===== src/design/lzd_wrap_reduce.sv =====
// restoring reduction of cursor and copy source modulo a new window size
module lzd_wrap_reduce #(
  parameter int AW = 12
) (
  input  logic          clk,
  input  logic          rst,
  input  logic          start,
  input  logic [AW:0]   ws,
  input  logic [AW-1:0] cur_in,
  input  logic [AW-1:0] src_in,
  output logic          busy,
  output logic          done,
  output logic [AW-1:0] cur_out,
  output logic [AW-1:0] src_out
);

  localparam int KW   = (AW > 1) ? $clog2(AW) : 1;
  localparam int WIDE = 2 * AW + 1;

  logic [KW-1:0]   k;
  logic [WIDE-1:0] div;
  logic            cur_ge;
  logic            src_ge;

  assign div    = WIDE'(ws) << k;
  assign cur_ge = WIDE'(cur_out) >= div;
  assign src_ge = WIDE'(src_out) >= div;

  always_ff @(posedge clk) begin
    if (rst) begin
      busy <= 1'b0;
      done <= 1'b0;
      k    <= '0;
    end else if (start) begin
      busy <= 1'b1;
      done <= 1'b0;
      k    <= KW'(AW - 1);
    end else if (busy) begin
      k <= k - 1'b1;
      if (k == '0) begin
        busy <= 1'b0;
        done <= 1'b1;
      end
    end else begin
      done <= 1'b0;
    end
  end

  always_ff @(posedge clk) begin
    if (start) begin
      cur_out <= cur_in;
      src_out <= src_in;
    end else if (busy) begin
      if (cur_ge) begin
        cur_out <= cur_out - div[AW-1:0];
      end
      if (src_ge) begin
        src_out <= src_out - div[AW-1:0];
      end
    end
  end

endmodule


===== config.mk =====
export PLATFORM = sky130hd
export DESIGN_NAME = lzd_wrap_reduce
export DESIGN_NICKNAME = d
export VERILOG_FILES = /design/src/design/lzd_wrap_reduce.sv
export SDC_FILE = /design/constraint.sdc
export NUM_CORES = 1
export LEC_CHECK = 0
export ABC_CLOCK_PERIOD_IN_PS = 9300
export BUFFER_PORTS_ARGS = -buffer_cell sky130_fd_sc_hd__clkbuf_2
export CORE_MARGIN = 2
export CORE_UTILIZATION = 52
export DETAILED_ROUTE_END_ITERATION = 16
export PLACE_DENSITY = 0.75
export SLEW_MARGIN = 20
export SYNTH_ARGS = -nofsm -noshare
export SYNTH_HDL_FRONTEND = slang
export SYNTH_SLANG_ARGS = --single-unit

===== constraint.sdc =====
create_clock -name clk -period 9.3 [get_ports clk]
set_input_delay 1.86 -clock clk [delete_from_list [all_inputs] [get_ports clk]]
set_output_delay 1.86 -clock clk [all_outputs]
set_load 0.02 [all_outputs]

== Word-level counts from Yosys, hierarchy flattened ==
Cells that the tools add are included.
Cells by class
  mux-type cells: 11
  magnitude comparators: 2
  multipliers: 0
  add/sub/neg operators: 3
  divide/modulo/power cells: 0
  shifts and indexed selects: 1
  eq/ne operators: 0
  reductions and logical operators: 8
  bitwise gates (word level): 1
Operators with widths (count)
  $mux 12: 6
  $ge 12x25->1: 2
  $shl 13x4->25: 1
  $sub 12x12->12: 2
  $mux 4: 2
  $reduce_bool 2->1: 3
  $logic_not 4->1: 1
  $reduce_and 2->1: 2
  $sub 4x1->4 const B: 1
  $mux 1: 3
  $reduce_or 3->1: 1
  $reduce_or 2->1: 1
  $not 1->1: 1
Word-level totals
  input bits: 40
  ROM bits: 0
  memories: 0
  bits in registers: 30
  latch bits: 0
  bits in writable memories: 0

== Longest topological paths before layout ==
Gate-level depths: netlist (run 1).
  depth in word-level cells: 5
  depth in mapped cells: 15
  depth with buffers taken out: 13

== Worst setup path after synthesis (run 1) ==
No wires, ideal clock.
  kind: input to register
  from: input port ws[2]
  to: register src_out[0], enable pin
  library setup time: 383 ps
  stages on the path: 12
  data arrival time: 4263 ps
  data required time: 8917 ps
  slack: 4653 ps
  buffers on the path: 1
  path through: mux4_2 > nand2_1 > a21oi_1 > a31oi_1 > ha_1 > clkbuf_1 > nand2_1 > o21bai_1 > a31oi_1 > o41ai_1 > o2bb2ai_1 > o21bai_1
On the way
  word-level cells in the longest chain between the ends: 4
Ends and longest elaborated chain
  start: declaration: line 8  | input logic [AW:0] ws,
  $shl 13x4->25: line 25  | assign div = WIDE'(ws) << k;
  $ge 12x25->1: line 27  | assign src_ge = WIDE'(src_out) >= div;
  $reduce_bool 2->1 (no line)
  $reduce_and 2->1 (no line)
  end signal: assignment: line 52  | src_out <= src_in;
  end signal: assignment: line 58  | src_out <= src_out - div[AW-1:0];
  end: declaration: line 14  | output logic [AW-1:0] src_out
Every way passes these cells.
A chain may end at the register's enable or synchronous reset.

== Final worst setup path (run 1) ==
  from: input port ws[1]
  to: register src_out[4], enable pin
Same word-level chain as after synthesis.

==> results of run 1 <==
through the flow:
stage	hold slack (ns)	util [%]	setup WS (ns)	total power, W	std cells
after global routing	0.591	61.6	4.31	0.000770	503
after global placement	0.506	59.6	3.91	0.000573	495
final	0.521	61.6	4.59	0.000721	503
after floorplan	0.575	-	4.65	0.000485	373
after CTS	0.527	61.5	4.35	0.000716	503
after detailed placement	0.518	59.7	4.04	0.000581	495
layout make-up:
class                      count  area, um2  area share, %
timing repair buffer          66        333           9.19
inverter                      17       63.8           1.76
tap                           75       93.8           2.59
sequential                    30        841           23.2
multi-input combinational    307       2180           60.3
clock inverter                 3       40.0           1.10
clock buffer                   5       68.8           1.90
Yosys cell counts, drive strengths merged, types with 2 or more instances:
library cell / count
o311ai: 4
o32ai: 2
nand3b: 2
mux2i: 15
and3: 4
nor3b: 7
nor4: 2
nand4: 4
mux2: 7
dfxtp: 6
a21boi: 3
clkbuf: 14
o21a: 7
a31oi: 8
fa: 2
nor2b: 6
ha: 25
edfxtp: 24
o21bai: 5
o31ai: 7
inv: 17
a21oi: 22
nand3: 5
o211ai: 5
nand2: 53
a21o: 5
xnor2: 7
a221oi: 3
nor2: 27
buf: 5
nor3: 6
a211oi: 2
mux4: 6
o21ai: 30
xor2: 6
nand2b: 3
cell families after synthesis:
group | after synthesis
buf+inv | 36
simple gates | 124
flops | 30
mux | 28
compound gates | 115
xor+xnor | 13
fa+ha+maj | 27
routing by layer:
| layer | track usage (%) | vias up | routed length, um |
|---|---|---|---|
| met1 | 34.8 | 1433 | 3710 |
| met3 | 3.08 | 10 | 525 |
| met5 | 0 | - | 0 |
| li1 | - | 1507 | - |
| met4 | 9.00 | 0 | 95 |
| met2 | 42.8 | 143 | 4070 |
power by group through the flow:
stage	clock network [W]	registers, W	logic (W)
CTS	0.000136	0.000199	0.000382
global placement	0	0.000202	0.000370
global route	0.000140	0.000202	0.000429
finish	0.000134	0.000199	0.000387
floorplan	0	0.000218	0.000267
detailed placement	0	0.000201	0.000379
sequential cells by signal, indices dropped and copies added, names as in the netlist:
signal and flops:
cur_out 12, src_out 12, k 4, busy 1, done 1
cells in the final DEF, fill, tap and decap left out, types with 5 or more instances in the layout:
master and count:
mux2_2 7, a21oi_1 22, mux4_2 6, clkbuf_8 5
a31oi_1 8, nand3_1 5, dfxtp_1 6, o21a_1 7
edfxtp_1 24, clkbuf_2 64, nor3b_1 7, nor3_1 6
mux2i_1 15, inv_1 17, o21ai_0 30, o31ai_1 7
ha_1 25, nand2_1 53, o211ai_1 5, nor2b_1 6
xor2_1 6, nor2_1 27, a21o_1 5, xnor2_1 7
worst paths after layout:
kind	from	to	slack, ns
hold / removal	done	done	0.52
setup / recovery	ws[1]	src_out[4]	4.59
setup reg to reg	k[0]	cur_out[9]	5.14
hold reg to reg	done	done	0.52
critical path: stages:
cell       delay, ns
clkbuf_2        0.13
mux4_2          0.54
nand2_1         0.09
a21oi_1         0.07
a31oi_1         0.30
ha_1            0.30
nand2_1         0.11
o21bai_1        0.19
a31oi_1         0.21
o41ai_1         0.12
o2bb2ai_1       0.15
o21bai_2        0.54
==> out/metrics.yaml, run 1 <==
run_status:
  outcome: "complete, no violations"
flow_run:
  drv_cap: 0
clock_network:
  cts_hold_buf: 0
  cts_max_level: 2
  cts_root_buffer: "clkbuf_8"
  cts_setup_buffers: 0
  ctsResizeCount: 0
  cts_buffer_depth: 2
  cts_buffers: 5
  path_clk_slew_ns: 0.07
  clkSinkCount: 30
  clock_latency_ns: 0.29
  cts_tree: "done"
power_and_ir_drop:
  pwr-share-seq_pct: 27.6
  p_leak_nw: 1.57
  combPwrFrac_pct: 53.7
  p_int_w: 0.000415
  power_density_nw_per_um2: 199
  ir_worst_vdd_mv: 0.0967
  p_sw_w: 0.000306
  clockPowerShare_pct: 18.6
  sw_frac_of_total_pct: 42.4
setup_path:
  critical_path_class: "primary input to flip-flop"
  worst_setup_path_end_kind: "flip-flop"
  cp-start-kind: "primary input"
  cp_max_fo: 12
  worst_ep_arrival_time_ns: 4.63
  r2r_cells: 10
  crit_required_ns: 9.22
timing:
  setup_violations: 0
  slew_headroom_pct: 35.0
  drv_slew: 0
  tightest_slew_ns: 0.975
  finalHoldViolations: 0
  rsz0062_at_grt: "false"
  timing.fmax_mhz: 212
  period_share_pct: 50.6
  finClkSkew_ns: 0.0126
  fin_setup_tns_ns: 0
  layout_min_cycle_time_ns: 4.71
global_routing:
  grt_pass1_wl_mm: 13.4
  grt_max_degree: 62
  antenna_found_initial: 0
  track_usage_pct: 25.8
  grt_pass1_vias: 2864
  overflow: 0
final_layout:
  final_area_um2: 3620
  fillCellCount: 539
  layout.nets: 494
  area_growth_pct: 14.6
  num_antenna_cells: 0
  drive_gt1_share_pct: 21.7
floorplan:
  floorplan.rows: 28
  io_pins: 66
  die_w_um: 82.0
  core_area_um2: 5890
  fp.dieArea_um2: 6720
  die_y_um: 82.0
  start_util_pct: 53.7
yosys:
  synthesis.area_um2: 3160
  synthSimpleGateAreaFrac_pct: 18.4
  ys_seq_area_share_pct: 26.6
  synth_xor_area_share_pct: 3.60
  synth_edf_count: 24
  synth_top_family_by_area: "compound AO/OA/AOI/OAI gates"
  synthFlopType: "edfxtp_1"
  yosys.area.top_type: "edfxtp_1"
  async_flop_share_pct: 0
  synth_compound_area_share_pct: 24.1
  syn_inst: 373
  synth.distinct_cells: 56
  yosysTopAreaCellShare_pct: 22.8
  avgSynthCellArea_um2: 8.48
  ys_warn_count: 0
  synth.mux.area_fraction_pct: 11.5
  synth_fa_ha_area_share_pct: 11.2
  synth_nets: 440
  ys_ff_latch: 30
  synth_area_leaders: "edfxtp_1, ha_1, nand2_1"
placed_design:
  placed_area_um2: 3510
  globalplace.congestion: 0.954
  dp_hpwl_mm: 6.45
  port_buffers: 65
routing:
  drc: 0
  dr.pass1.iters: 5
  ant_nets: 0
  routed_via_density: 6.15
  wl_per_cell_um: 16.7
  vias: 3093
  drt_iter0_drc: 218
  drt_wl_total_mm: 8.40
min_path:
  min_path_type: "flip-flop to flip-flop"
  whs_path_depth: 2
Note: power is estimated with default switching activity, not from simulation.
==> run 2: changes to the inputs <==
--- a/config.mk
+++ b/config.mk
@@ -5,12 +5,12 @@
 export SDC_FILE = /design/constraint.sdc
 export NUM_CORES = 1
 export LEC_CHECK = 0
-export ABC_CLOCK_PERIOD_IN_PS = 9300
+export ABC_CLOCK_PERIOD_IN_PS = 4300
 export BUFFER_PORTS_ARGS = -buffer_cell sky130_fd_sc_hd__clkbuf_2
 export CORE_MARGIN = 2
-export CORE_UTILIZATION = 52
+export CORE_UTILIZATION = 51
 export DETAILED_ROUTE_END_ITERATION = 16
-export PLACE_DENSITY = 0.75
+export PLACE_DENSITY = 0.77
 export SLEW_MARGIN = 20
 export SYNTH_ARGS = -nofsm -noshare
 export SYNTH_HDL_FRONTEND = slang
==> constraint.sdc (replaced) <==
create_clock -name clk -period 4.3 [get_ports clk]
set_input_delay 0.86 -clock clk [delete_from_list [all_inputs] [get_ports clk]]
set_output_delay 0.86 -clock clk [all_outputs]
set_load 0.02 [all_outputs]
==> run 2 against run 1 <==
Against the previous run:
- sequential share of layout area is 0.32 points lower
- die area is 1.9% higher
- clock skew is 0.0013 ns higher
- critical path depth stayed put
- combinational power is 120% higher
- cell count is 2.2% higher
- flip-flop and latch count stayed put
- power is 110% higher
- global-route usage is 0.67 points lower
- clock-buffer cell count is 1 higher
- non-clock buffer count is 11 higher
- register-to-register slack worse by 4.4 ns
- critical path type unchanged
==> out/metrics.yaml, run 2 (synthesis results as in run 1) <==
run_status:
  outcome: "complete, no violations"
global_routing:
  grt_pass1_vias: 2869
  overflow: 0
  antenna_found_initial: 0
  grt_pass1_wl_mm: 13.3
  track_usage_pct: 25.2
  grt_max_degree: 34
timing:
  drv_slew: 0
  rsz0062_at_grt: "false"
  hold_ws_ns: 0.519
  period_share_pct: 85.6
  slew_headroom_pct: 54.3
  finClkSkew_ns: 0.0139
  fin_setup_tns_ns: 0
  layout_min_cycle_time_ns: 3.68
  timing.fmax_mhz: 272
  setup_violations: 0
  tightest_slew_ns: 0.685
  finalHoldViolations: 0
placed_design:
  placed_area_um2: 3590
  dp_hpwl_mm: 6.31
  globalplace.congestion: 0.904
  port_buffers: 65
clock_network:
  clkSinkCount: 30
  cts_root_buffer: "clkbuf_8"
  path_clk_slew_ns: 0.06
  cts_max_level: 2
  cts_tree: "done"
  cts_buffers: 5
  cts_buffer_depth: 2
  clock_latency_ns: 0.29
  cts_setup_buffers: 0
floorplan:
  io_pins: 66
  die_y_um: 82.7
  core_area_um2: 5960
  fp.dieArea_um2: 6850
  floorplan.rows: 28
  start_util_pct: 53.1
  die_w_um: 82.7
routing:
  vias: 2991
  drt_wl_total_mm: 8.12
  drt_iter0_drc: 238
  ant_nets: 0
  dr.pass1.iters: 4
  drc: 0
  routed_via_density: 5.82
  wl_per_cell_um: 15.8
final_layout:
  area_growth_pct: 16.4
  layout.nets: 505
  final_core_util_pct: 61.8
  layout_commonest_cell: "clkbuf_2"
  final_area_um2: 3680
  fillCellCount: 553
  reg.largest.list: "cur_out x12, src_out x12, k x4"
  mostFrequentLayoutCells: "clkbuf_2, nand2_1, o21ai_0"
  num_antenna_cells: 0
  drive_gt1_share_pct: 23.5
power_and_ir_drop:
  p_leak_nw: 1.61
  p_total_w: 0.00150
  power_density_nw_per_um2: 407
  ir_worst_vdd_mv: 0.208
setup_path:
  crit_end: "cur_out[8]"
  critical_path_class: "primary input to flip-flop"
  cp_max_fo: 12
  path_delay_family: "compound AO/OA/AOI/OAI gates"
  worst_setup_path_end_kind: "flip-flop"
  crit_path_start: "ws[2]"
  worst_ep_arrival_time_ns: 3.65
  worstPathCellList: "clkbuf_2 -> mux2i_1 -> o21ai_0 -> nand2_1 -> o21ai_0 -> nand2_1 -> ha_1 -> a211o_1 -> o311ai_0 -> a31oi_1 -> a211oi_1 -> o21bai_2"
  worst-r2r-setup-slack_ns: 0.69
  crit_required_ns: 4.27
  critPathMaxStageDelay_ns: 0.49
  r2r-start: "k[1]"
  path_depth: 12
  r2r_cells: 12
  worst-path-buf-inv: 1
  cp-start-kind: "primary input"
  r2r_end: "cur_out[8]"
  crit_path_top_delay_cell: "o311ai_0"
flow_run:
  drv_cap: 0
min_path:
  min_path_type: "flip-flop to flip-flop"
[run 2: cell types whose count changed in the layout (fill, tap and decap cells not counted), sizes merged]
cell    before  now
bufinv       1    0
clkbuf      69   71
buf          2   12
[run 2: area by class of cell]
type                    count  area, um2  share of cell area, %
multi-input cells         307       2180                   59.3
flip-flops and latches     30        842                   22.9
repair buffers             77        415                   11.3
well taps                  75       93.8                   2.55
clock buffers               6       72.6                   1.97
inverters                  17       63.8                   1.73
clock inverters             2       8.76                  0.238
[run 2: worst min-delay path, cell delays in order (launching register included)]
cell,delay (ns)
dfxtp_1,0.31
a21oi_1,0.11
nor4_1,0.05
[run 2: report_power, final]
| group | internal (W) | switching [W] | total [W] |
|---|---|---|---|
| Combinational | 0.000364 | 0.000492 | 0.000855 |
| Sequential | 0.000385 | 0.0000389 | 0.000424 |
| Clock | 0.000111 | 0.000109 | 0.000220 |
[run 2: worst min-delay path by stage]
stage	from	end	slack [ns]	depth (start not counted)
after global placement	done	done	0.50	2
after CTS	done	done	0.52	2
after detailed placement	done	done	0.50	2
after global routing	done	done	0.55	2
final	done	done	0.52	2
after floorplan	done	done	0.58	2
[run 2: repair_timing]
action,CTS,global route
gates resized for setup,0,1
hold buffers,0,0
endpoints found under the setup margin,0,5
[run 2: per-layer routing]
layer	GRT usage, %	vias to the layer above	share of wire, %
met5	0	-	0
met3	3.48	9	6.0
met4	6.72	0	1.4
met2	41.3	92	46
li1	-	1532	-
met1	34.9	1358	46
[run 2: per-stage QoR]
| stage | setup slack (ns) | std cells |
|---|---|---|
| after detailed placement | 0.150 | 506 |
| after global routing | 0.180 | 514 |
| after floorplan | 0.653 | 373 |
| after CTS | 0.237 | 514 |
| final | 0.621 | 514 |
| after global placement | 0.117 | 506 |
==> run 3: changes to the inputs <==
--- a/config.mk
+++ b/config.mk
@@ -8,9 +8,12 @@
 export ABC_CLOCK_PERIOD_IN_PS = 4300
 export BUFFER_PORTS_ARGS = -buffer_cell sky130_fd_sc_hd__clkbuf_2
 export CORE_MARGIN = 2
-export CORE_UTILIZATION = 51
+export CORE_UTILIZATION = 52
+export CTS_BUF_LIST = sky130_fd_sc_hd__clkbuf_8
 export DETAILED_ROUTE_END_ITERATION = 16
-export PLACE_DENSITY = 0.77
+export PLACE_DENSITY = 0.78
+export RECOVER_POWER = 100
+export SETUP_SLACK_MARGIN = 0.5
 export SLEW_MARGIN = 20
 export SYNTH_ARGS = -nofsm -noshare
 export SYNTH_HDL_FRONTEND = slang
==> run 3 against run 2 <==
Against the previous run:
- cell area shrank 0.92%
- non-clock buffer count shrank 2
- cell count shrank 0.39%
- combinational power shrank 3.3%
- hold slack gained 0.0099 ns
- first-iteration DRC count grew 18%
- largest power group unchanged
==> out/metrics.yaml, run 3 (synthesis results as in run 1) <==
run_status:
  outcome: "complete, no violations"
setup_path:
  worst_ep_arrival_time_ns: 3.69
  r2r-start: "k[1]"
  worstPathCellList: "clkbuf_2 -> clkbuf_1 -> mux2i_1 -> mux2i_1 -> nand2_1 -> ha_1 -> o21a_1 -> o31a_1 -> o311ai_0 -> a31oi_1 -> a211oi_1 -> o21bai_2"
  crit_required_ns: 4.28
  cp-start-kind: "primary input"
  critical_path_class: "primary input to flip-flop"
  r2r_end: "cur_out[3]"
  r2r_cells: 12
  worst-r2r-setup-slack_ns: 0.77
  critPathMaxStageDelay_ns: 0.52
  critPathMostFrequentCell: "mux2i_1"
  crit_path_top_delay_cell: "o311ai_0"
  cp_max_fo: 12
  worst_setup_path_end_kind: "flip-flop"
routing:
  drt_wl_total_mm: 8.24
  wl_per_cell_um: 16.1
  drt_iter0_drc: 282
  ant_nets: 0
  vias: 3109
  dr.pass1.iters: 5
  routed_via_density: 6.07
  drc: 0
clock_network:
  clock_latency_ns: 0.29
  path_clk_slew_ns: 0.07
  cts_buffers: 5
  clkSinkCount: 30
  cts_max_level: 2
  cts_buffer_depth: 2
  cts_tree: "done"
  cts_hold_buf: 0
  cts_root_buffer: "clkbuf_8"
global_routing:
  track_usage_pct: 25.7
  antenna_found_initial: 0
  overflow: 0
  grt_max_degree: 32
  grt_pass1_wl_mm: 13.5
  grt_pass1_vias: 2938
min_path:
  whs_path_depth: 2
  min_from: "done"
  holdPathEnd: "done"
  min_path_type: "flip-flop to flip-flop"
placed_design:
  port_buffers: 65
  globalplace.congestion: 0.917
  pre_cts_ws_ns: 0.0718
  dp.cells: 504
  dp_hpwl_mm: 6.49
timing:
  period_share_pct: 86.2
  timing.fmax_mhz: 270
  slew_headroom_pct: 14.1
  postLayoutSetupSlackWorst_ns: 0.592
  tightest_slew_ns: 1.29
  finalHoldViolations: 0
  drv_slew: 0
  rsz0062_at_grt: "false"
  layout_min_cycle_time_ns: 3.71
  fin_setup_tns_ns: 0
  finClkSkew_ns: 0.00465
  setup_violations: 0
floorplan:
  floorplan.rows: 28
  die_w_um: 82.0
  core_area_um2: 5890
  io_pins: 66
  die_y_um: 82.0
  start_util_pct: 53.7
  fp.dieArea_um2: 6720
final_layout:
  mostFrequentLayoutCells: "nand2_1, clkbuf_2, o21ai_0, clkbuf_1, nor2_1"
  drive_gt1_share_pct: 16.5
  fillCellCount: 521
  seqCellArea_um2: 843
  layout.nets: 503
  layout.cells.non_filler: 512
  multi_input_area_um2: 2180
  num_antenna_cells: 0
  area_growth_pct: 15.3
  layout_commonest_cell: "nand2_1"
  reg.largest.list: "cur_out x12, src_out x12, k x4"
  final_core_util_pct: 61.9
power_and_ir_drop:
  clockPowerShare_pct: 18.5
  sw_frac_of_total_pct: 42.2
  p_total_w: 0.00155
  p_sw_w: 0.000652
  p_leak_nw: 1.52
  ir_worst_vdd_mv: 0.257
  combPwrFrac_pct: 53.5
  pwr-share-seq_pct: 28.0
  power_density_nw_per_um2: 424
  p_int_w: 0.000894
flow_run:
  drv_cap: 0
-- run 3: per-stage QoR --
stage | area (um2) | hold slack, ns
global placement | 3570 | 0.513
CTS | 3690 | 0.525
global route | 3650 | 0.543
floorplan | 3160 | 0.575
detailed placement | 3570 | 0.512
finish | 3650 | 0.528
-- run 3: layout make-up --
cell class | count | area share (%)
tap | 75 | 2.57
inverter | 17 | 1.75
clock inverter | 3 | 1.03
clock buffer | 5 | 1.89
sequential | 30 | 23.1
multi-input combinational | 307 | 59.9
timing repair buffer | 75 | 9.75
-- run 3: worst max path at each step --
stage,endpoint,slack (ns),cells past startpoint,startpoint
6_report,cur_out[3],0.59,12,ws[1]
5_1_grt,cur_out[8],0.29,12,ws[1]
4_1_cts,cur_out[6],0.56,12,k[1]
3_5_place_dp,cur_out[0],0.07,11,ws[2]
3_3_place_gp,cur_out[7],0.16,11,ws[0]
2_1_floorplan,src_out[0],0.65,12,ws[2]
-- run 3: repair_timing --
action | CTS | global route
endpoints found under the setup margin | 24 | 25
resized for setup | 2 | 3
setup buffers | 0 | 0
-- run 3: power by group through the flow --
| stage | logic (W) | registers (W) | clock network, W |
|---|---|---|---|
| 3_3_place_gp | 0.000811 | 0.000438 | 0 |
| 3_5_place_dp | 0.000825 | 0.000439 | 0 |
| 2_1_floorplan | 0.000578 | 0.000471 | 0 |
| 4_1_cts | 0.000835 | 0.000432 | 0.000289 |
| 6_report | 0.000827 | 0.000433 | 0.000285 |
| 5_1_grt | 0.000920 | 0.000438 | 0.000299 |
-- run 3: critical path, delay by kind of cell --
kind                     cells  cell delay, ns
multiplexers                 2            0.49
AO/OA/AOI/OAI                6            1.48
adder cells (fa/ha/maj)      1            0.36
AND/OR/NAND/NOR              1            0.16
buffers and inverters        2            0.32
-- run 3: per-layer routing --
metal / global-route usage (%) / routed length [um] / up-vias
met2: 44.1 / 3940 / 117
met1: 32.7 / 3610 / 1449
met3: 3.63 / 501 / 19
met4: 9.50 / 198 / 0
li1: - / - / 1524
met5: 0 / 0 / -
