`src/design/lzd_pkg.sv`:
```
// shared types and constants of the lz77 byte token decoder
package lzd_pkg;

  localparam int DEF_MAX_WINDOW = 4096;
  localparam int CFG_W          = 13;
  localparam int CFG_RST        = 4096;
  localparam int MIN_WINDOW     = 2;
  localparam int LEN_W          = 24;
  localparam int DIST_W         = 16;
  localparam int IN_W           = 8;
  localparam int OUT_W          = 16;

  localparam logic [LEN_W-1:0]  LEN_MAX  = {LEN_W{1'b1}};
  localparam logic [DIST_W-1:0] DIST_MAX = {DIST_W{1'b1}};
  localparam logic [7:0]        ESC_BYTE = 8'hFF;

  localparam logic REQ_BYTE  = 1'b0;
  localparam logic REQ_DRAIN = 1'b1;

  typedef enum logic [1:0] {
    PH_LENGTH,
    PH_DISTANCE,
    PH_LITERAL
  } phase_t;

  // per request control bundle from the token parser to the write/output stage
  typedef struct packed {
    logic       wr;
    logic       copy;
    logic       refused;
    logic       derr;
    logic       busy;
    logic [7:0] lit;
  } lzd_step_t;

endpackage

```
`src/design/lzd_token_ctrl.sv`:
```
// token parser: length and distance accumulation, cursor and copy bookkeeping
module lzd_token_ctrl
  import lzd_pkg::*;
#(
  parameter int AW = 12
) (
  input  logic            clk,
  input  logic            rst,
  input  logic            accept,
  input  logic            req_type,
  input  logic [7:0]      in_byte,
  input  logic [AW:0]     ws,
  input  logic            red_done,
  input  logic [AW-1:0]   red_cur,
  input  logic [AW-1:0]   red_src,
  output logic [AW-1:0]   cur_raw,
  output logic [AW-1:0]   src_raw,
  output logic [AW-1:0]   rd_addr,
  output logic [AW-1:0]   wr_addr,
  output lzd_step_t       step
);

  localparam int CMPW = (DIST_W > AW + 1) ? DIST_W : AW + 1;
  localparam int SW   = AW + 2;

  phase_t             phase;
  phase_t             phase_next;
  logic [AW-1:0]      cur;
  logic [AW-1:0]      src;
  logic [AW-1:0]      cur_next;
  logic [AW-1:0]      src_next;
  logic [LEN_W-1:0]   rem;
  logic [LEN_W-1:0]   rem_next;
  logic [LEN_W-1:0]   len;
  logic [LEN_W-1:0]   len_next;
  logic [DIST_W-1:0]  dist_acc;
  logic [DIST_W-1:0]  dist_acc_next;

  logic [LEN_W:0]     len_sum;
  logic [LEN_W-1:0]   len_sat;
  logic [DIST_W:0]    dist_sum;
  logic [DIST_W-1:0]  dist_sat;
  logic               esc;
  logic               dist_big;
  logic [AW-1:0]      cur_inc;
  logic [AW-1:0]      src_inc;
  logic [SW-1:0]      back_sum;
  logic [AW-1:0]      back_src;
  logic               parse;
  logic               src_set;

  assign len_sum  = {1'b0, len} + (LEN_W + 1)'(in_byte);
  assign len_sat  = len_sum[LEN_W] ? LEN_MAX : len_sum[LEN_W-1:0];
  assign dist_sum = {1'b0, dist_acc} + (DIST_W + 1)'(in_byte);
  assign dist_sat = dist_sum[DIST_W] ? DIST_MAX : dist_sum[DIST_W-1:0];
  assign esc      = in_byte == ESC_BYTE;
  assign dist_big = CMPW'(dist_sat) >= CMPW'(ws);

  // both pointers are kept below the window size, so a wrap is an equality test
  assign cur_inc = ({1'b0, cur} + 1'b1 == ws) ? '0 : cur + 1'b1;
  assign src_inc = ({1'b0, src} + 1'b1 == ws) ? '0 : src + 1'b1;

  // start of copy: cursor - 1 - distance, folded into the ring
  assign back_sum = SW'(cur) + SW'(ws) - SW'(1) - SW'(dist_sat);
  assign back_src = (back_sum >= SW'(ws)) ? AW'(back_sum - SW'(ws)) : back_sum[AW-1:0];

  assign parse   = accept && (req_type == REQ_BYTE) && (rem == '0);
  assign rd_addr = src;
  assign wr_addr = cur;

  always_comb begin
    phase_next = phase;
    if (parse) begin
      case (phase)
        PH_LENGTH: begin
          if (!esc) begin
            phase_next = (len_sat != '0) ? PH_DISTANCE : PH_LITERAL;
          end
        end
        PH_DISTANCE: begin
          if (!esc) begin
            phase_next = PH_LITERAL;
          end
        end
        PH_LITERAL: begin
          phase_next = PH_LENGTH;
        end
        default: begin
          phase_next = PH_LENGTH;
        end
      endcase
    end
  end

  always_comb begin
    cur_next      = cur;
    src_next      = src;
    rem_next      = rem;
    len_next      = len;
    dist_acc_next = dist_acc;
    src_set       = 1'b0;
    step          = '0;
    if (accept) begin
      if (req_type == REQ_DRAIN) begin
        if (rem != '0) begin
          step.wr   = 1'b1;
          step.copy = 1'b1;
          cur_next  = cur_inc;
          src_next  = src_inc;
          src_set   = 1'b1;
          rem_next  = rem - 1'b1;
        end
      end else if (rem != '0) begin
        step.refused = 1'b1;
      end else begin
        case (phase)
          PH_LENGTH: begin
            len_next = len_sat;
            if (!esc) begin
              dist_acc_next = '0;
            end
          end
          PH_DISTANCE: begin
            dist_acc_next = dist_sat;
            if (!esc) begin
              if (dist_big) begin
                step.derr = 1'b1;
              end else begin
                src_next = back_src;
                src_set  = 1'b1;
                rem_next = len;
              end
              len_next      = '0;
              dist_acc_next = '0;
            end
          end
          default: begin
            step.wr       = 1'b1;
            step.lit      = in_byte;
            cur_next      = cur_inc;
            len_next      = '0;
            dist_acc_next = '0;
          end
        endcase
      end
      step.busy = rem_next != '0;
    end
  end

  // cur_raw and src_raw keep the values last set by a request, unfolded by later
  // size changes, so each new size folds the value the stream actually left
  always_ff @(posedge clk) begin
    if (rst) begin
      phase    <= PH_LENGTH;
      cur      <= '0;
      src      <= '0;
      cur_raw  <= '0;
      src_raw  <= '0;
      rem      <= '0;
      len      <= '0;
      dist_acc <= '0;
    end else begin
      phase    <= phase_next;
      rem      <= rem_next;
      len      <= len_next;
      dist_acc <= dist_acc_next;
      if (step.wr) begin
        cur_raw <= cur_next;
      end
      if (src_set) begin
        src_raw <= src_next;
      end
      if (red_done) begin
        cur <= red_cur;
        src <= red_src;
      end else begin
        cur <= cur_next;
        src <= src_next;
      end
    end
  end

endmodule
```
`config.mk`:
```
export PLATFORM = sky130hd
export DESIGN_NAME = lzd_token_ctrl
export DESIGN_NICKNAME = d
export VERILOG_FILES = /design/src/design/lzd_pkg.sv /design/src/design/lzd_token_ctrl.sv
export SDC_FILE = /design/constraint.sdc
export NUM_CORES = 1
export LEC_CHECK = 0
export BUFFER_PORTS_ARGS = -buffer_cell sky130_fd_sc_hd__buf_2
export CORE_MARGIN = 2
export CORE_UTILIZATION = 45
export CTS_CLUSTER_SIZE = 40
export DETAILED_ROUTE_END_ITERATION = 10
export GPL_TIMING_DRIVEN = 0
export PLACE_DENSITY = 0.71
export SETUP_SLACK_MARGIN = 0.5
export SYNTH_ARGS = -nofsm -noshare
export SYNTH_HDL_FRONTEND = slang
export SYNTH_SLANG_ARGS = --single-unit
export TNS_END_PERCENT = 10
```
`constraint.sdc`:
```
create_clock -name clk -period 6.95 [get_ports clk]
set_input_delay 0.3475 -clock clk [delete_from_list [all_inputs] [get_ports clk]]
set_output_delay 0.3475 -clock clk [all_outputs]
set_load 0.005 [all_outputs]
```
Word-level counts from Yosys, hierarchy flattened:

Index checks and enable logic that the tools add are counted.

* bits in registers: 114
* input bits: 50
* output and inout port bits: 61

* add/sub/neg operators: 11
* order comparisons: 2
* equal/unequal tests: 6
* multiplexer cells: 56
* bitwise logic cells: 2
* reductions and logical operators: 11

Operator list (number)
* 24-bit 2-to-1 mux: 9
* 12-bit 2-to-1 mux: 17
* 24-bit nonzero test: 3
* 16-bit 2-to-1 mux: 3
* 24-bit case mux with 2 select lines: 1
* 16-bit case mux with 2 select lines: 1
* 12-bit by 1-bit adder with 13-bit output, second input constant: 2
* 13-bit == test: 2
* 24-bit by 8-bit adder with 25-bit output: 1
* 12-bit by 1-bit adder with 12-bit output, second input constant: 2
* 24-bit zero test: 1
* 8-bit 2-to-1 mux: 3
* 24-bit by 1-bit subtractor with 24-bit output, second input constant: 1
* 16-bit by 8-bit adder with 17-bit output: 1
* 16-bit by 13-bit greater-or-equal comparator with 1-bit output: 1
* 1-bit 2-to-1 mux: 15
* 12-bit by 13-bit adder with 14-bit output: 1
* 14-bit by 13-bit greater-or-equal comparator with 1-bit output: 1
* 14-bit by 1-bit subtractor with 14-bit output, second input constant: 1
* 14-bit subtractor: 1
* 13-bit 2-to-1 mux: 1
* 12-bit subtractor: 1
* 2-bit 2-to-1 mux: 5
* 8-bit == test, second input constant: 1
* 9 further kinds: 13

Logic depth before layout (Yosys ltp):

Gate-level depths: netlist of run 1.

* depth in word-level cells: 12
* mapped depth: 28
* depth with buffers taken out: 26

Least setup slack after synthesis of run 1:

OpenSTA, ideal clock, no wires.

* kind: input -> register
* start: in in_byte[0]
* end: reg src[6], in the netlist rd_addr[6]
* library setup time: 0.135 ns
* arrival: 6.127 ns
* required time: 6.815 ns
* path slack: 0.689 ns
* stages on the path: 26
* path buffers: 2
* cells stage by stage: ha_1 fa_1 a211oi_1 o211ai_1 and2_1 clkbuf_1 nand2_1 nand2b_1 inv_1 fa_1 ha_1 fa_1 a21o_1 a21oi_1 xnor2_1 ha_1 or2_2 a21oi_1 o31ai_1 a211oi_1 o2111ai_1 mux2i_1 clkbuf_1 mux2_2 nand2_1 a41oi_1

* longest elaborated chain between the ends: 12
* elaborated cells on any way between the ends: 15

Ends and longest elaborated chain
* start, declared: RTL line lzd_token_ctrl.sv:11 `input logic [7:0] in_byte,`
* 16-bit by 8-bit adder with 17-bit output: RTL line lzd_token_ctrl.sv:54 `assign dist_sum = {1'b0, dist_acc} + (DIST_W + 1)'(in_byte);`
* 16-bit 2-to-1 mux: RTL line lzd_token_ctrl.sv:55 `assign dist_sat = dist_sum[DIST_W] ? DIST_MAX : dist_sum[DIST_W-1:0];`
* 14-bit subtractor: RTL line lzd_token_ctrl.sv:64 `assign back_sum = SW'(cur) + SW'(ws) - SW'(1) - SW'(dist_sat);`
* 12-bit subtractor / 14-bit by 13-bit greater-or-equal comparator with 1-bit output (equally long branches): RTL line lzd_token_ctrl.sv:65 `assign back_src = (back_sum >= SW'(ws)) ? AW'(back_sum - SW'(ws)) : back_sum[AW-1:0];`
* 12-bit 2-to-1 mux: RTL line lzd_token_ctrl.sv:65
* 12-bit 2-to-1 mux: RTL line lzd_token_ctrl.sv:126 `if (dist_big) begin`
* 12-bit 2-to-1 mux (*): RTL line lzd_token_ctrl.sv:125 `if (!esc) begin`
* 12-bit 2-to-1 mux (*): RTL line lzd_token_ctrl.sv:116 `case (phase)`
* 12-bit 2-to-1 mux (*): RTL line lzd_token_ctrl.sv:113 `end else if (rem != '0) begin`
* 12-bit 2-to-1 mux (*): RTL line lzd_token_ctrl.sv:104 `if (req_type == REQ_DRAIN) begin`
* 12-bit 2-to-1 mux (*): RTL line lzd_token_ctrl.sv:103 `if (accept) begin`
* 12-bit 2-to-1 mux (*): RTL line lzd_token_ctrl.sv:173 `if (red_done) begin`
* end signal, assigned: RTL line lzd_token_ctrl.sv:175 `src <= red_src;`
* end signal, assigned: RTL line lzd_token_ctrl.sv:178 `src <= src_next;`
* end, declared: RTL line lzd_token_ctrl.sv:29 `logic [AW-1:0] src;`

Mark *: on every way between the ends. The rest lies on a longest branch, timed or not.
A chain may end at the register's enable or synchronous reset.

Final worst setup path of run 1:

* start: reg dist_acc[0]
* end: reg src[7], in the netlist rd_addr[7]

* longest elaborated chain between the ends: 12
* elaborated cells on any way between the ends: 14

Ends and longest elaborated chain
* start, declared: RTL line lzd_token_ctrl.sv:36 `logic [DIST_W-1:0] dist_acc;`
* start signal, assigned: RTL line lzd_token_ctrl.sv:166 `dist_acc <= dist_acc_next;`
* 16-bit by 8-bit adder with 17-bit output (*): RTL line lzd_token_ctrl.sv:54
* 16-bit 2-to-1 mux (*): RTL line lzd_token_ctrl.sv:55
* 14-bit subtractor: RTL line lzd_token_ctrl.sv:64
* 12-bit subtractor / 14-bit by 13-bit greater-or-equal comparator with 1-bit output (equally long branches): RTL line lzd_token_ctrl.sv:65
* 12-bit 2-to-1 mux: RTL line lzd_token_ctrl.sv:65
* 12-bit 2-to-1 mux (*): RTL line lzd_token_ctrl.sv:126
* 12-bit 2-to-1 mux (*): RTL line lzd_token_ctrl.sv:125
* 12-bit 2-to-1 mux (*): RTL line lzd_token_ctrl.sv:116
* 12-bit 2-to-1 mux (*): RTL line lzd_token_ctrl.sv:113
* 12-bit 2-to-1 mux (*): RTL line lzd_token_ctrl.sv:104
* 12-bit 2-to-1 mux (*): RTL line lzd_token_ctrl.sv:103
* 12-bit 2-to-1 mux (*): RTL line lzd_token_ctrl.sv:173

Marks and branches as above.

==> qor.csv, run 1 <==
stage,metric,value,unit
timing,Slew @ Worst Pin,1.11,ns
cells_and_area,share of post-route cells with drive strength above 1,0.137,
clocking,H-tree Lvls,4,
synthesis,cell count after synthesis,1351,
floorplanning,die area,23700,µm²
critical_path,Crit path required time,7.22,ns
synthesis,syn avg cell area,7.48,µm²
synthesis,Post-synth EDFFs,0,
grt,initial antenna violation count,0,
critical_path,startpoint class of the critical path,register,
grt,vias in the first global route,10200,
grt,GRT Overall Usage,0.309,
power,power density cells,370,nW/µm²
cells_and_area,Non-Filler Instances,1782,
synthesis,Async SR Flop Fraction,0,
cells_and_area,fillers,2134,
synthesis,Synth Net Count,1475,
detailed_routing,via count,11100,
grt,total gr overflow,0,
timing,setup TNS,0,ns
clocking,"Hold-fix buffers, CTS",0,
job,max_cap viols,0,
timing,Worst Slack Setup Final,0.636,ns
floorplanning,Ports,111,
timing,"Period Utilization, post-route",0.908,
timing,f_max,158,MHz
critical_path,Setup Crit Path Kind,register to register,
detailed_routing,Final ANT Viol Nets,0,
detailed_routing,drt total wl,37.1,mm
synthesis,Most used DFF post-synth,dfxtp_1,
critical_path,CP arrival,6.58,ns
grt,largest net degree at the start of global routing,17,
detailed_routing,# DRC,0,
clocking,CTS tree,yes,
synthesis,sequential fraction of the synthesis area,0.226,
critical_path,Reg2Reg Depth,26,
clocking,Clock Tree Buf Depth,2,
detailed_routing,via/cell ratio,6.23,
power,Worst VDD drop,0.226,mV
timing,worst hold slack,0.163,ns
placed_design,DP Wirelength,28.0,mm
clocking,Worst-path clk slew,0.06,ns
grt,first-pass GRT wire length,57.5,mm
synthesis,Unique masters post-synth,78,
detailed_routing,DR WL/cell,20.8,µm
cells_and_area,synthesis-to-finish area growth,16.7,%
timing,Final Skew,0.0120,ns
timing,Worst slew margin,0.263,
placed_design,input/output buffers,109,
placed_design,DP Cell Count,1740,
placed_design,placer congestion estimate,1.01,
hold_path,Hold Crit Depth,3,
timing,final slew viol count,0,
cells_and_area,net count reported at finish,1613,
detailed_routing,starting DRC count in detailed routing,1025,
clocking,Num Clock Sinks,114,
synthesis,"FF+latch count, synth",114,
synthesis,Ys Warns,0,
floorplanning,Initial Util,0.460,
detailed_routing,Initial DRT Pass Iterations,6,
critical_path,Setup crit end kind,register,
clocking,CTS Buf Count,17,
floorplanning,Die Ht,154,µm
floorplanning,Core ar.,22000,µm²
timing,Final setup viols,0,
timing,final hold violation count,0,
cells_and_area,ANT cells,0,
critical_path,"critical path fanouts, max",10,
placed_design,post-place setup slack,-0.966,ns
outcome,status,"complete, no violations",
hold_path,worst hold path type,input port to register,
floorplanning,die width,154,µm
timing,RSZ-0062 raised after global routing,true,
clocking,Worst-Skew Late Latency,0.44,ns
synthesis,synthesized cell area,10100,µm²
clocking,Clk Tree Root Cell,clkbuf_16,
power,Final Power,4.36,mW
power,Pleak,4.79,nW
floorplanning,standard-cell rows,54,
timing,Tmin final,6.31,ns
## state kept, by name, summed over array words and instances (netlist names)
| signal | flops |
|---|---|
| cur_raw | 12 |
| dist_acc | 16 |
| len | 24 |
| phase | 2 |
| rd_addr | 12 |
| rem | 24 |
| src_raw | 12 |
| wr_addr | 12 |
## layout make-up
class,count,area [µm²],area share
multi-input combinational,1082,7330,0.621
sequential,114,2280,0.194
timing repair buffer,119,624,0.0529
clock buffer,19,443,0.0376
tap,280,350,0.0297
buffer,79,328,0.0278
inverter,76,285,0.0242
clock inverter,13,151,0.0128
## cell usage after synthesis, types with 23 or more instances
cell      count  area share
nand2_1     102       0.038
xor2_1       28       0.024
xnor2_1      59       0.051
clkbuf_1     68       0.025
dfxtp_1     114        0.23
a21oi_1     115       0.057
a221oi_1     29       0.025
nor2_1      139       0.052
inv_1        75       0.028
ha_1         58       0.072
nor3_1       55       0.027
a211oi_1     23       0.017
nand3_1      41       0.020
o21ai_0      76       0.038
## per-layer routing
| layer | vias to the layer above | wire, µm | GRT usage |
|---|---|---|---|
| met1 | 5232 | 16400 | 0.433 |
| met3 | 83 | 3580 | 0.0688 |
| met5 | - | 0 | 0 |
| met2 | 545 | 15800 | 0.460 |
| met4 | 0 | 1280 | 0.124 |
| li1 | 5236 | - | - |
## metrics by stage
step                      utilization  cell area, µm²
after floorplan                     -           10100
after global placement          0.501           11000
after detailed placement        0.501           11000
after CTS                       0.531           11700
after global routing            0.537           11800
final                           0.537           11800
## cells by family (layout without fill, tap and decap cells)
kind of cell               count (synthesis)  after routing  synth area share
and+or+nand+nor                          493            493             0.243
AOI/OAI and AO/OA                        405            405             0.265
buffers and inverters                    155            306            0.0602
DFF                                      114            114             0.226
xor gates and xnor gates                  90             90            0.0821
adders and majority gates                 74             74             0.104
muxes                                     20             20            0.0206
## critical path, stage by stage, from the launching register on
cell and delay (ns):
dfxtp_1 0.31, ha_1 0.22, fa_2 0.39, a211oi_2 0.22, o211ai_1 0.16, and2_1 0.19
clkbuf_2 0.16, nand2_4 0.16, nand2b_2 0.12, inv_1 0.10, fa_1 0.42, ha_1 0.24
fa_2 0.38, a21o_1 0.19, a21oi_1 0.17, xnor2_1 0.17, ha_1 0.29, or2_2 0.32
a21oi_2 0.20, o31ai_2 0.11, a211oi_2 0.32, o2111ai_2 0.18, mux2i_4 0.23, clkbuf_4 0.25
mux2_2 0.36, nand2_1 0.16, a311oi_1 0.12
## layout by cell type, fill, tap and decap left out, types with 7 or more instances in the layout
cell       count
clkbuf_1      67
nor2b_1       10
o21ai_0       71
o21a_1        15
or3_1         20
fa_1          14
a311oi_1      16
and2_1        14
a31oi_1       17
nor3_1        55
ha_1          58
o211ai_1       8
mux2i_1       13
nor2_1       139
buf_2        112
inv_1         75
a211o_1        7
nand4_1       21
a21oi_1      111
dfxtp_1      114
and3_1        21
nand2b_1      10
nor4_1        22
a211oi_1      20
xor2_1        28
buf_4          9
nand2_1       99
xnor2_1       59
or2_2          8
a22oi_1       18
a221oi_1      29
a22o_1         7
a21o_1        21
nand3_1       41
clkbuf_16     17
## power breakdown
part	switching, mW	leakage (nW)	total (mW)	internal [mW]
registers	0.144	0.929	0.915	0.771
clock network	0.372	0.277	0.914	0.542
logic	1.56	3.59	2.53	0.974
## final timing paths
path / startpoint / endpoint / slack (ns)
min: red_cur[8] / wr_addr[8] / 0.16
min reg2reg: cur_raw[9] / cur_raw[9] / 0.45
max: dist_acc[0] / rd_addr[7] / 0.64
max reg2reg: dist_acc[0] / rd_addr[7] / 0.64
## what timing repair did
| action | 4_1_cts | 5_1_grt |
|---|---|---|
| resized for setup | 16 | 21 |
| setup buffers | 2 | 8 |
| pin swaps | 2 | 5 |
| setup endpoints to repair | 25 | 25 |
Note: power is estimated with default switching activity, not from simulation.
==> run 2: changes to the inputs <==
--- a/config.mk
+++ b/config.mk
@@ -8,10 +8,11 @@
 export BUFFER_PORTS_ARGS = -buffer_cell sky130_fd_sc_hd__buf_2
 export CORE_MARGIN = 2
 export CORE_UTILIZATION = 45
+export CTS_BUF_LIST = sky130_fd_sc_hd__clkbuf_16
 export CTS_CLUSTER_SIZE = 40
 export DETAILED_ROUTE_END_ITERATION = 10
 export GPL_TIMING_DRIVEN = 0
-export PLACE_DENSITY = 0.71
+export PLACE_DENSITY = 0.73
 export SETUP_SLACK_MARGIN = 0.5
 export SYNTH_ARGS = -nofsm -noshare
 export SYNTH_HDL_FRONTEND = slang
==> constraint.sdc (replaced) <==
create_clock -name clk -period 5.77 [get_ports clk]
set_input_delay 0.2885 -clock clk [delete_from_list [all_inputs] [get_ports clk]]
set_output_delay 0.2885 -clock clk [all_outputs]
set_load 0.005 [all_outputs]
==> run 2 against run 1 <==
The run now ends with setup timing left. Utilization up 3.0 points. Critical path depth grew 4. Hold slack worse by 0.041 ns. Sequential cell count unchanged. Combinational power grew 32%. Fmax grew 4.0%. Clock power up 9%.
==> qor.csv, run 2 (synthesized netlist as in run 1, its figures left out) <==
stage,metric,value,unit,change
outcome,status,finished with violations,,"was complete, no violations"
outcome,failing checks,setup timing,,
critical_path,Reg2Reg Depth,30,,was 26
detailed_routing,via count,11700,,was 11.1k
floorplanning,standard-cell rows,54,,unchanged
detailed_routing,via/cell ratio,6.47,,was 6.23
detailed_routing,drt total wl,38.9,mm,was 37.1 mm
detailed_routing,# DRC,0,,unchanged
timing,final hold violation count,0,,unchanged
critical_path,"critical path fanouts, max",6,,was 10
grt,vias in the first global route,10900,,was 10.2k
critical_path,Worst R2R End,rd_addr[0],,was rd_addr[7]
cells_and_area,"commonest non-fill, non-tap cell in the layout",nor2_1,,unchanged
critical_path,Setup crit end kind,register,,unchanged
timing,final slew viol count,0,,unchanged
floorplanning,Die Ht,154,µm,unchanged
timing,Worst slew margin,0.252,,was 0.263
cells_and_area,synthesis-to-finish area growth,23.3,%,was 16.7%
clocking,Clk Tree Root Cell,clkbuf_16,,unchanged
placed_design,placer congestion estimate,0.969,,was 1.01
placed_design,DP Wirelength,28.7,mm,was 28.0 mm
clocking,Worst-path clk slew,0.05,ns,was 0.06 ns
timing,RSZ-0062 raised after global routing,true,,unchanged
timing,setup TNS,-5.24,ns,was 0 ns
grt,GRT Overall Usage,0.321,,was 0.309
power,Worst VDD drop,0.293,mV,was 0.226 mV
hold_path,Hold Crit Start,red_src[4],,was red_cur[8]
critical_path,r2r startpoint,dist_acc[0],,unchanged
floorplanning,die area,23700,µm²,unchanged
detailed_routing,starting DRC count in detailed routing,1148,,"was 1,025"
grt,largest net degree at the start of global routing,17,,unchanged
clocking,Num Clock Sinks,114,,unchanged
grt,first-pass GRT wire length,59.9,mm,was 57.5 mm
critical_path,worst reg2reg setup slack,-0.30,ns,was 0.64 ns
clocking,Worst-Skew Late Latency,0.44,ns,about the same
floorplanning,Core ar.,22000,µm²,unchanged
critical_path,Setup Crit Path Kind,register to register,,unchanged
timing,worst hold slack,0.122,ns,was 0.163 ns
placed_design,input/output buffers,109,,unchanged
critical_path,Crit-path slowest cell,fa_1,,unchanged
detailed_routing,Final ANT Viol Nets,0,,unchanged
critical_path,CP arrival,6.41,ns,was 6.58 ns
timing,Final setup viols,24,,was 0
cells_and_area,share of post-route cells with drive strength above 1,0.186,,was 0.137
critical_path,startpoint class of the critical path,register,,unchanged
clocking,H-tree Lvls,4,,unchanged
grt,total gr overflow,0,,unchanged
floorplanning,Initial Util,0.460,,unchanged
hold_path,Hold Crit Depth,3,,unchanged
clocking,CTS tree,yes,,unchanged
timing,f_max,165,MHz,was 158 MHz
timing,Worst Slack Setup Final,-0.298,ns,was 0.636 ns
critical_path,CP startpoint,dist_acc[0],,unchanged
job,max_cap viols,0,,unchanged
power,power density cells,437,nW/µm²,was 370 nW/µm²
floorplanning,die width,154,µm,unchanged
critical_path,Crit path required time,6.11,ns,was 7.22 ns
clocking,"Hold-fix buffers, CTS",0,,unchanged
timing,Tmin final,6.07,ns,was 6.31 ns
clocking,CTS Buf Count,17,,unchanged
cells_and_area,net count reported at finish,1647,,"was 1,613"
critical_path,CP max stage delay,0.40,ns,was 0.42 ns
hold_path,worst hold path type,input port to register,,unchanged
timing,Slew @ Worst Pin,1.12,ns,was 1.11 ns
grt,initial antenna violation count,0,,unchanged
power,Pleak,5.08,nW,was 4.79 nW
cells_and_area,ANT cells,0,,unchanged
timing,Final Skew,0.00983,ns,was 0.0120 ns
hold_path,sink of the worst hold path,rd_addr[4],,was wr_addr[8]
detailed_routing,Initial DRT Pass Iterations,6,,unchanged
cells_and_area,fillers,2020,,"was 2,134"
detailed_routing,DR WL/cell,21.5,µm,was 20.8 µm
cells_and_area,"commonest cells after routing, fill and taps aside","138 x nor2_1, 113 x dfxtp_1, 112 x buf_2",,"was 139 x nor2_1, 114 x dfxtp_1, 112 x buf_2"
floorplanning,Ports,111,,unchanged
clocking,Clock Tree Buf Depth,2,,unchanged
timing,"Period Utilization, post-route",1.05,,was 0.908
cells_and_area,Largest regs,"len x24, rem x24, dist_acc x16",,unchanged
## run 2: cell count changes in the layout (fill, tap and decap cells not counted), moves of 4 or more
cell / change
ha_2: +6
mux2_4: +4
buf_4: +32
xnor2_1: -4
mux2_2: -4
clkinv_4: -4
a221oi_1: -6
a221oi_2: +6
a21oi_4: +4
xnor2_2: +4
nand2_1: -6
a21oi_1: -5
ha_1: -10
ha_4: +4
## run 2: worst max path at each step
stage / endpoint / slack (ns) / cells past startpoint
6_report: rd_addr[0] / -0.30 / 30
5_1_grt: rd_addr[3] / -0.44 / 27
4_1_cts: rd_addr[0] / -0.11 / 30
3_5_place_dp: rd_addr[0] / -1.28 / 27
2_1_floorplan: rd_addr[6] / 0.33 / 26
3_3_place_gp: rd_addr[10] / -1.22 / 27
## run 2: report_power, final
part,internal [mW],switching (mW),leakage [nW]
Clock,0.613,0.389,0.265
Combinational,1.34,1.99,3.89
Sequential,0.930,0.182,0.930
## run 2: worst max-delay path: cells and delay by family (launching register included)
family                     cells  cell delay [ns]
buffers and inverters          5             0.67
xor gates and xnor gates       1             0.16
AOI/OAI and AO/OA             12             2.17
adders and majority gates      5             1.62
DFF                            1             0.33
and+or+nand+nor                5             0.51
muxes                          2             0.47
## run 2: layer usage
| layer | track usage | vias up | wire length [µm] |
|---|---|---|---|
| met4 | 0.145 | 0 | 1740 |
| met1 | 0.434 | 5574 | 16500 |
| met3 | 0.0679 | 128 | 3760 |
| met5 | 0 | - | 0 |
| met2 | 0.493 | 722 | 16900 |
| li1 | - | 5303 | - |
## run 2: final cells by class
class | instances | area (µm²) | area share
inverters | 76 | 288 | 0.0231
repair buffers | 153 | 900 | 0.0722
plain buffers | 79 | 355 | 0.0285
clock buffers | 17 | 425 | 0.0341
well taps | 280 | 350 | 0.0281
flip-flops and latches | 114 | 2280 | 0.183
clock inverters | 11 | 101 | 0.00813
multi-input cells | 1082 | 7750 | 0.622
## run 2: repair_timing
item / 4_1_cts / 5_1_grt
resized for setup: 51 / 34
pin swaps: 23 / 41
buffers inserted: 33 / 10
endpoints found under the setup margin: 25 / 25
cloned: 1 / 0
## run 2: per-stage QoR
stage	total power, mW	cell area, µm²	util	cells	setup slack, ns
floorplan	3.23	10200	-	1351	0.325
global placement	3.97	11100	0.507	1740	-1.22
detailed placement	4.01	11100	0.507	1740	-1.28
CTS	5.21	12200	0.555	1802	-0.108
global route	5.75	12500	0.567	1812	-0.444
finish	5.44	12500	0.567	1812	-0.298
==> run 3: changes to the inputs <==
--- a/config.mk
+++ b/config.mk
@@ -9,12 +9,12 @@
 export CORE_MARGIN = 2
 export CORE_UTILIZATION = 45
 export CTS_BUF_LIST = sky130_fd_sc_hd__clkbuf_16
-export CTS_CLUSTER_SIZE = 40
 export DETAILED_ROUTE_END_ITERATION = 10
 export GPL_TIMING_DRIVEN = 0
 export PLACE_DENSITY = 0.73
+export RECOVER_POWER = 100
 export SETUP_SLACK_MARGIN = 0.5
 export SYNTH_ARGS = -nofsm -noshare
 export SYNTH_HDL_FRONTEND = slang
 export SYNTH_SLANG_ARGS = --single-unit
-export TNS_END_PERCENT = 10
+export TNS_END_PERCENT = 1
==> run 3 against run 2 <==
The flow finishes with violations (capacitance limit, slew limit, setup timing). Worst setup slack lost 0.0081 ns. Combinational power is essentially flat. Die area is the same.
==> qor.csv, run 3 (synthesized netlist as in run 1, its figures left out) <==
stage,metric,value,unit,change
timing,setup TNS,-5.22,ns,was -5.24 ns
floorplanning,die width,154,µm,unchanged
timing,Worst slew margin,-0.0360,,was 0.252
hold_path,sink of the worst hold path,rd_addr[4],,unchanged
cells_and_area,final core occ,0.565,,was 0.567
timing,Worst Slack Setup Final,-0.307,ns,was -0.298 ns
critical_path,r2r startpoint,dist_acc[0],,unchanged
critical_path,CP max stage delay,0.40,ns,about the same
floorplanning,Die Ht,154,µm,unchanged
power,Final Power,5.44,mW,about the same
grt,vias in the first global route,10900,,about the same
floorplanning,die area,23700,µm²,unchanged
hold_path,worst hold path type,input port to register,,unchanged
outcome,status,finished with violations,,unchanged
detailed_routing,Initial DRT Pass Iterations,6,,unchanged
grt,initial antenna violation count,0,,unchanged
placed_design,Placement Cell Area,11100,µm²,unchanged
grt,total gr overflow,0,,unchanged
cells_and_area,share of post-route cells with drive strength above 1,0.171,,was 0.186
cells_and_area,Largest regs,"len x24, rem x24, dist_acc x16",,unchanged
floorplanning,Initial Util,0.460,,unchanged
timing,Tmin final,6.08,ns,was 6.07 ns
critical_path,Crit path required time,6.05,ns,was 6.11 ns
critical_path,Setup Crit Path Kind,register to register,,unchanged
placed_design,DP Cell Count,1740,,unchanged
timing,Final setup viols,25,,was 24
clocking,Clk Tree Root Cell,clkbuf_16,,unchanged
timing,worst hold slack,0.122,ns,about the same
detailed_routing,drt total wl,38.9,mm,about the same
clocking,Num Clock Sinks,114,,unchanged
timing,"Period Utilization, post-route",1.05,,about the same
detailed_routing,# DRC,0,,unchanged
timing,Final Skew,0.0104,ns,was 0.00983 ns
cells_and_area,Non-Filler Instances,1812,,unchanged
outcome,failing checks,"capacitance limit, slew limit, setup timing",,was setup timing
timing,f_max,165,MHz,about the same
clocking,H-tree Lvls,4,,unchanged
cells_and_area,Seq. cell area,2280,µm²,unchanged
cells_and_area,synthesis-to-finish area growth,22.8,%,was 23.3%
power,power density cells,438,nW/µm²,was 437 nW/µm²
cells_and_area,multi-input logic area,7730,µm²,was 7750 µm²
placed_design,input/output buffers,109,,unchanged
detailed_routing,Final ANT Viol Nets,0,,unchanged
critical_path,startpoint class of the critical path,register,,unchanged
hold_path,Hold Crit Depth,3,,unchanged
clocking,CTS Buf Count,17,,unchanged
critical_path,worst reg2reg setup slack,-0.31,ns,was -0.30 ns
cells_and_area,net count reported at finish,1647,,unchanged
detailed_routing,via count,11700,,about the same
detailed_routing,DR WL/cell,21.5,µm,about the same
timing,final hold violation count,0,,unchanged
timing,final slew viol count,8,,was 0
clocking,CTS tree,yes,,unchanged
power,Pleak,4.99,nW,was 5.08 nW
critical_path,"critical path fanouts, max",6,,unchanged
detailed_routing,starting DRC count in detailed routing,1186,,"was 1,148"
cells_and_area,fillers,2040,,"was 2,020"
grt,largest net degree at the start of global routing,17,,unchanged
power,Worst VDD drop,0.296,mV,was 0.293 mV
placed_design,post-place setup slack,-1.28,ns,unchanged
cells_and_area,ANT cells,0,,unchanged
critical_path,CP arrival,6.36,ns,was 6.41 ns
placed_design,DP Wirelength,28.7,mm,unchanged
grt,GRT Overall Usage,0.321,,about the same
critical_path,Crit-path slowest cell,fa_1,,unchanged
floorplanning,standard-cell rows,54,,unchanged
clocking,Worst-Skew Late Latency,0.44,ns,about the same
detailed_routing,via/cell ratio,6.46,,was 6.47
grt,first-pass GRT wire length,59.9,mm,about the same
cells_and_area,"commonest cells after routing, fill and taps aside","138 x nor2_1, 113 x dfxtp_1, 106 x a21oi_1",,"was 138 x nor2_1, 113 x dfxtp_1, 112 x buf_2"
timing,Slew @ Worst Pin,1.51,ns,was 1.12 ns
job,max_cap viols,1,,was 0
placed_design,placer congestion estimate,0.969,,unchanged
floorplanning,Core ar.,22000,µm²,unchanged
cells_and_area,"commonest non-fill, non-tap cell in the layout",nor2_1,,unchanged
cells_and_area,"Design Area, Final",12400,µm²,"was 12,500 µm²"
hold_path,Hold Crit Start,red_src[4],,unchanged
clocking,Clock Tree Buf Depth,2,,unchanged
critical_path,Setup crit end kind,register,,unchanged
critical_path,Worst R2R End,rd_addr[0],,unchanged
critical_path,Reg2Reg Depth,30,,unchanged
clocking,Worst-path clk slew,0.06,ns,was 0.05 ns
timing,RSZ-0062 raised after global routing,true,,unchanged
floorplanning,Ports,111,,unchanged
run 3: worst max path at each step:
stage | start | end | slack (ns) | cells past startpoint
detailed placement | in_byte[0] | rd_addr[0] | -1.28 | 27
finish | dist_acc[0] | rd_addr[0] | -0.31 | 30
floorplan | dist_acc[0] | rd_addr[6] | 0.33 | 26
global route | dist_acc[0] | rd_addr[3] | -0.44 | 27
global placement | in_byte[0] | rd_addr[10] | -1.22 | 27
CTS | dist_acc[0] | rd_addr[0] | -0.11 | 30
run 3: routing by layer:
metal	GRT usage	part of all wire
met1	0.434	0.42
met2	0.493	0.43
met3	0.0679	0.10
met4	0.145	0.046
met5	0	0
run 3: power by group:
| group | leakage [nW] | switching (mW) | internal [mW] | total, mW |
|---|---|---|---|---|
| clock | 0.265 | 0.393 | 0.613 | 1.01 |
| sequential | 0.930 | 0.183 | 0.930 | 1.11 |
| combinational | 3.79 | 1.99 | 1.33 | 3.32 |
run 3: area by class of cell:
class | instances | share of cell area
Sequential cell | 114 | 0.184
Clock inverter | 11 | 0.00817
Tap cell | 280 | 0.0282
Clock buffer | 17 | 0.0343
Multi-Input combinational cell | 1082 | 0.623
Buffer | 79 | 0.0286
Timing Repair Buffer | 153 | 0.0704
Inverter | 76 | 0.0232
run 3: worst max-delay path, delay by kind of cell, from the launching register on:
family	cells	cell delay [ns]
AOI/OAI and AO/OA	12	2.30
adders and majority gates	5	1.62
buffers and inverters	5	0.67
and+or+nand+nor	5	0.51
DFF	1	0.34
muxes	2	0.31
xor gates and xnor gates	1	0.16
run 3: timing repair:
item,CTS,global route
setup endpoints to repair,25,25
gates cloned,1,0
pin swaps,23,42
buffers inserted,33,10
endpoints found under the hold margin,0,0
hold buffers,0,0
gates resized for setup,51,34
